File: config.mk
export PLATFORM = sky130hd
export DESIGN_NAME = top_n_distinct_selector_unit
export DESIGN_NICKNAME = d
export VERILOG_FILES = /design/src/sv/tnds_pkg.sv /design/src/sv/tnds_cell.sv /design/src/sv/top_n_distinct_selector_unit.sv
export SDC_FILE = /design/constraint.sdc
export NUM_CORES = 1
export LEC_CHECK = 0
export BUFFER_PORTS_ARGS = -buffer_cell sky130_fd_sc_hd__clkbuf_2
export CAP_MARGIN = 30
export CORE_MARGIN = 5
export CORE_UTILIZATION = 40
export CTS_CLUSTER_SIZE = 16
export DETAILED_ROUTE_END_ITERATION = 8
export PLACE_DENSITY = 0.69
export SKIP_CTS_REPAIR_TIMING = 1
export SLEW_MARGIN = 5
export SYNTH_ARGS = -nofsm -noshare
export SYNTH_HDL_FRONTEND = slang
export SYNTH_SLANG_ARGS = --single-unit
File: constraint.sdc
create_clock -name clk_i -period 3.4 [get_ports clk_i]
set_clock_uncertainty 0.2 [all_clocks]
set_input_delay 0.17 -clock clk_i [delete_from_list [all_inputs] [get_ports clk_i]]
set_output_delay 0.17 -clock clk_i [all_outputs]
set_load 0.05 [all_outputs]
File: src/sv/tnds_pkg.sv
`timescale 1ns / 1ps
`default_nettype none

package tnds_pkg;

  localparam int unsigned TOP_COUNT = 8;
  localparam int unsigned RANK_OUT_LIMIT = 8;
  localparam int unsigned OUT_COUNT =
    (TOP_COUNT < RANK_OUT_LIMIT) ? TOP_COUNT : RANK_OUT_LIMIT;

  localparam int unsigned VALUE_W = 32;
  localparam int unsigned RANK_W = 3;

  localparam logic signed [VALUE_W-1:0] INT_MIN = {1'b1, {(VALUE_W-1){1'b0}}};
  localparam logic [RANK_W-1:0] RANK_LAST = RANK_W'(OUT_COUNT - 1);

  typedef struct packed {
    logic signed [VALUE_W-1:0] sample_value;
    logic                      end_of_set;
  } in_t;

  typedef struct packed {
    logic [RANK_W-1:0]         rank_index;
    logic signed [VALUE_W-1:0] ranked_value;
    logic                      slot_valid;
    logic                      last_rank;
  } out_t;

  // commands broadcast to every cell of the chain
  typedef struct packed {
    logic insert;
    logic shift_up;
    logic clear;
  } cell_cmd_t;

endpackage

`default_nettype wire

File: src/sv/tnds_cell.sv
`timescale 1ns / 1ps
`default_nettype none

module tnds_cell (
  input  wire                                       clk_i,
  input  wire                                       rst_ni,
  input  wire tnds_pkg::cell_cmd_t                  cmd_i,
  input  wire logic signed [tnds_pkg::VALUE_W-1:0]  sample_i,
  input  wire logic signed [tnds_pkg::VALUE_W-1:0]  prev_value_i,
  input  wire logic                                 prev_valid_i,
  input  wire logic                                 prev_greater_i,
  input  wire logic signed [tnds_pkg::VALUE_W-1:0]  next_value_i,
  input  wire logic                                 next_valid_i,
  output logic signed [tnds_pkg::VALUE_W-1:0]       value_o,
  output logic                                      valid_o,
  output logic                                      greater_o,
  output logic                                      equal_o
);

  logic signed [tnds_pkg::VALUE_W-1:0] value_q, value_d;
  logic                                valid_q, valid_d;

  // an empty slot takes anything, so the insert point is the first cell that says greater
  assign greater_o = !valid_q || (sample_i > value_q);
  assign equal_o   = valid_q && (sample_i == value_q);
  assign value_o   = value_q;
  assign valid_o   = valid_q;

  always_comb begin
    value_d = value_q;
    valid_d = valid_q;
    if (cmd_i.clear) begin
      value_d = tnds_pkg::INT_MIN;
      valid_d = 1'b0;
    end else if (cmd_i.shift_up) begin
      value_d = next_value_i;
      valid_d = next_valid_i;
    end else if (cmd_i.insert) begin
      if (prev_greater_i) begin
        value_d = prev_value_i;
        valid_d = prev_valid_i;
      end else if (greater_o) begin
        value_d = sample_i;
        valid_d = 1'b1;
      end
    end
  end

  always_ff @(posedge clk_i or negedge rst_ni) begin
    if (!rst_ni) begin
      value_q <= tnds_pkg::INT_MIN;
      valid_q <= 1'b0;
    end else begin
      value_q <= value_d;
      valid_q <= valid_d;
    end
  end

endmodule

`default_nettype wire

File: src/sv/top_n_distinct_selector_unit.sv
`timescale 1ns / 1ps
`default_nettype none

// Keeps the largest distinct signed values of a data set in descending order.
// Input channel: in_i is transferred at a rising edge with start high and busy
// low. Each element is compared against every slot of the cell chain at once
// and inserted in the same cycle, so one element is taken per cycle while busy
// stays low. Repeats of a held value, and values below a full list, are dropped.
// When end_of_set is high the element is inserted first, then busy rises and
// the chain shifts towards rank 0 once a cycle: one result per cycle on
// result_o, marked by result_valid_o, ranks 0 to OUT_COUNT-1, the last one with
// last_rank set. On the cycle of the final rank the whole chain is cleared and
// busy falls. Empty ranks come out with the minimum integer and slot_valid low.
// The receiver cannot stall: every result is on the ports for one cycle only.
// Reset empties the list and ends any drain in progress.

module top_n_distinct_selector_unit (
  input  wire                 clk_i,
  input  wire                 rst_ni,
  input  wire                 start,
  output logic                busy,
  input  wire tnds_pkg::in_t  in_i,
  output logic                result_valid_o,
  output tnds_pkg::out_t      result_o
);

  localparam int unsigned N = tnds_pkg::TOP_COUNT;

  logic signed [tnds_pkg::VALUE_W-1:0] cell_value [N];
  logic                                cell_valid [N];
  logic [N-1:0]                        cell_greater;
  logic [N-1:0]                        cell_equal;

  logic                       drain_q, drain_d;
  logic [tnds_pkg::RANK_W-1:0] rank_q, rank_d;
  logic                       take;
  logic                       duplicate;
  logic                       final_rank;
  tnds_pkg::cell_cmd_t        cmd;

  assign take       = start && !busy;
  assign duplicate  = |cell_equal;
  assign final_rank = drain_q && (rank_q == tnds_pkg::RANK_LAST);

  assign cmd.insert   = take && !duplicate;
  assign cmd.shift_up = drain_q;
  assign cmd.clear    = final_rank;

  for (genvar k = 0; k < N; k++) begin : g_chain
    logic signed [tnds_pkg::VALUE_W-1:0] prev_value, next_value;
    logic                                prev_valid, prev_greater, next_valid;

    if (k == 0) begin : g_head
      assign prev_value   = tnds_pkg::INT_MIN;
      assign prev_valid   = 1'b0;
      assign prev_greater = 1'b0;
    end else begin : g_body
      assign prev_value   = cell_value[k-1];
      assign prev_valid   = cell_valid[k-1];
      assign prev_greater = cell_greater[k-1];
    end

    if (k == N - 1) begin : g_tail
      assign next_value = tnds_pkg::INT_MIN;
      assign next_valid = 1'b0;
    end else begin : g_mid
      assign next_value = cell_value[k+1];
      assign next_valid = cell_valid[k+1];
    end

    tnds_cell u_cell (
      .clk_i          (clk_i),
      .rst_ni         (rst_ni),
      .cmd_i          (cmd),
      .sample_i       (in_i.sample_value),
      .prev_value_i   (prev_value),
      .prev_valid_i   (prev_valid),
      .prev_greater_i (prev_greater),
      .next_value_i   (next_value),
      .next_valid_i   (next_valid),
      .value_o        (cell_value[k]),
      .valid_o        (cell_valid[k]),
      .greater_o      (cell_greater[k]),
      .equal_o        (cell_equal[k])
    );
  end

  always_comb begin
    drain_d = drain_q;
    rank_d  = rank_q;
    if (drain_q) begin
      if (final_rank) begin
        drain_d = 1'b0;
      end
      rank_d = rank_q + tnds_pkg::RANK_W'(1);
    end else if (take && in_i.end_of_set) begin
      drain_d = 1'b1;
      rank_d  = '0;
    end
  end

  always_ff @(posedge clk_i or negedge rst_ni) begin
    if (!rst_ni) begin
      drain_q <= 1'b0;
      rank_q  <= '0;
    end else begin
      drain_q <= drain_d;
      rank_q  <= rank_d;
    end
  end

  assign busy                  = drain_q;
  assign result_valid_o        = drain_q;
  assign result_o.rank_index   = rank_q;
  assign result_o.ranked_value = cell_value[0];
  assign result_o.slot_valid   = cell_valid[0];
  assign result_o.last_rank    = final_rank;

endmodule

`default_nettype wire

==> impl_metrics.toml <==
[synth]
synth_edf_count = 0
syn_area_um2 = 21710
syn-num-nets = 2871
seq_area_frac_synth = 0.3094
async_flop_share = 1.000
synth_flop_cell = "dfrtp_1"
ys_warn_count = 0
ys_ff_latch = 268
synth_cell_types = 61
syn_avg_cell_area_um2 = 8.424
syn_inst = 2577

[worst_setup_path]
cp.arrival_ns = 3.71
crit_type = "flip-flop to flip-flop"
cp_data_required_time_ns = 3.62
setup.worst_path.start_class = "flip-flop"
critical-path-slowest-cell = "or4_4"
worstPathCellList = "inv_1 -> ha_4 -> nand4_1 -> or3_4 -> or4_4 -> o21ai_4 -> mux2i_2 -> o31a_2 -> clkbuf_16 -> o211a_1"
cp-end-kind = "flip-flop"
worst-path-max-fanout = 8
slowest_delay_ns = 0.53

[global_routing]
grt_pass1_wl_um = 116600
grt_pass1_vias = 20619
antenna_found_initial = 3
grt_usage = 0.2433
gr-total-overflow = 0
grt_max_degree = 294

[floorplanning]
initial_core_util = 0.4034
die_y_um = 243.0
row_count = 85
die_w_um = 243.0
ios = 75
die_area_um2 = 59030
core_um2 = 53810

[clock_network]
cts_buffers = 35
clkSinkCount = 268
clockBufferDepth = 3
ctsRootBufferMaster = "clkbuf_16"
h-tree-depth = 2
path_clk_slew_ns = 0.06
clkLatencyLatePin_ns = 0.54
cts_tree = "yes"

[power]
p_sw_w = 0.01288
p_clk_frac = 0.140
power_w = 0.02794
leakage_nw = 14.08
powerDensity_nw_per_um2 = 992.8
p_sw_frac = 0.4611
combPwrFrac = 0.644
seq_power_share = 0.216
power.internal_w = 0.01506
ir_drop_mv = 0.8490

[finish]
layout-drive-gt1-share = 0.2654
fin_util = 0.5230
final_cell_mix = "326 x a21oi_1, 280 x inv_1, 268 x buf_4"
final_nets = 3178
area_growth_syn_to_layout_pct = 29.65
layout.cells.most_common = "a21oi_1"

[route]
vias = 21964
first_pass_iters = 5
wl_met3_um = 7359
drtIter0Drc = 2617
wirelength_um = 83860
wl_met1_um = 33350
dr_wl_met2_um = 37590
ant_nets = 0
top_layer = "met5"
routedWlPerCell_um = 23.28
drc_errors = 0
viasPerCell = 6.098

[run_status]
status = "finished with violations"
violations = "setup timing"

[timing]
maxSlewHeadroom = 0.1921
max_freq_mhz = 286.1
hold_violations = 0
worst_pin_slew_ns = 1.212
layout_setup_ws_ns = -0.09484
slew_violations = 0
rsz0062_at_grt = "true"
period_share = 1.028
timing.setup.tns_ns = -3.413
min_period_ns = 3.495
setup_viol = 87

[place]
io_buffers = 74
gp_congestion = 0.9826
place_hpwl_um = 55980

[hold_path]
hold_path.class = "input pin to asynchronous set/reset pin"

[run]
drv_cap = 0
-- worst paths after layout --
| check | slack, ns | startpoint | depth (start not counted) | to |
|---|---|---|---|---|
| min in group clk_i | 0.04 | in_i[1] | 4 | g_chain[0].u_cell.value_o[0] |
| max in group asynchronous | 1.98 | rst_ni | 3 | g_chain[6].u_cell.value_o[31] |
| worst max register to register | -0.09 | g_chain[7].u_cell.value_o[20] | 10 | g_chain[7].u_cell.value_o[17] |
| worst min-delay path | 0.04 | rst_ni | 2 | g_chain[7].u_cell.value_o[7] |
| worst max-delay path | -0.09 | g_chain[7].u_cell.value_o[20] | 10 | g_chain[7].u_cell.value_o[17] |
| worst min register to register | 0.33 | rank_q[0] | 1 | rank_q[0] |
-- final cells by class --
| cell class | instances | area [um2] |
|---|---|---|
| Clock inverter | 11 | 130.1 |
| Fill cell | 4699 | 25670 |
| Tap cell | 696 | 870.8 |
| Clock buffer | 47 | 1044 |
| Inverter | 294 | 1106 |
| Timing Repair Buffer | 432 | 4141 |
| Sequential cell | 268 | 6720 |
| Antenna cell | 1 | 2.502 |
| Multi-Input combinational cell | 1853 | 14130 |
-- cells in the mapped netlist, types with 10 or more instances --
cell | number | area share
ha_1 | 258 | 0.15
a211oi_1 | 12 | 0.0042
mux2_2 | 132 | 0.068
o22ai_1 | 63 | 0.018
o211a_1 | 33 | 0.015
nand4_1 | 62 | 0.018
inv_1 | 293 | 0.051
a21o_1 | 24 | 0.0083
buf_2 | 32 | 0.0074
nand2_1 | 256 | 0.044
mux2i_1 | 133 | 0.061
nor2_1 | 52 | 0.0090
o21a_1 | 13 | 0.0045
dfrtp_1 | 260 | 0.30
nor2b_1 | 14 | 0.0040
buf_1 | 11 | 0.0019
o211ai_1 | 21 | 0.0073
o21ai_0 | 262 | 0.060
nor4_1 | 10 | 0.0029
o211ai_2 | 20 | 0.012
nand3_1 | 72 | 0.017
a21oi_1 | 334 | 0.077
clkbuf_1 | 111 | 0.019
nor3_1 | 12 | 0.0028
-- power by group through the flow --
stage                     Sequential, W  Clock [W]  Combinational, W
after floorplan                 0.00645          0           0.00940
after global placement          0.00593          0            0.0146
after detailed placement        0.00602          0            0.0152
after CTS                       0.00597    0.00393            0.0152
after global routing            0.00620    0.00405            0.0194
final                           0.00605    0.00390            0.0180
-- kinds of logic after synthesis --
| kind of cell | Yosys count | synth area share |
|---|---|---|
| compound gates | 822 | 0.2213 |
| fa+ha+maj | 258 | 0.1487 |
| buf+inv | 457 | 0.08346 |
| flops | 268 | 0.3094 |
| mux | 265 | 0.1298 |
| simple gates | 507 | 0.1073 |
-- metal layers --
layer / global-route usage / vias to the layer above
li1: - / 9828
met1: 0.3325 / 10560
met2: 0.3874 / 1238
met3: 0.03894 / 334
met4: 0.09646 / 4
met5: 0 / -
-- metrics by stage --
stage / hold WS (ns) / worst slack (ns) / instances / cell area, um2
finish: 0.03710 / -0.09484 / 3602 / 28140
global route: 0.07148 / -0.1886 / 3602 / 28140
CTS: -0.5055 / -0.2479 / 3516 / 26050
detailed placement: 0.04963 / -0.2811 / 3458 / 24880
global placement: 0.04337 / -0.2655 / 3458 / 24880
floorplan: -0.3256 / 0.005828 / 2577 / 21710
-- registers in the layout (all words and copies together) (netlist names) --
name                    count
busy                        1
g_chain.u_cell.valid_o      8
rank_q                      3
g_chain.u_cell.value_o    256
-- critical path, delay by kind of cell (launching register included) --
kind / cells / cell delay (ns)
fa+ha+maj: 1 / 0.27
mux: 1 / 0.10
compound gates: 3 / 0.85
simple gates: 3 / 1.26
buf+inv: 2 / 0.33
flops: 1 / 0.36
(Power assumes the default switching activity.)
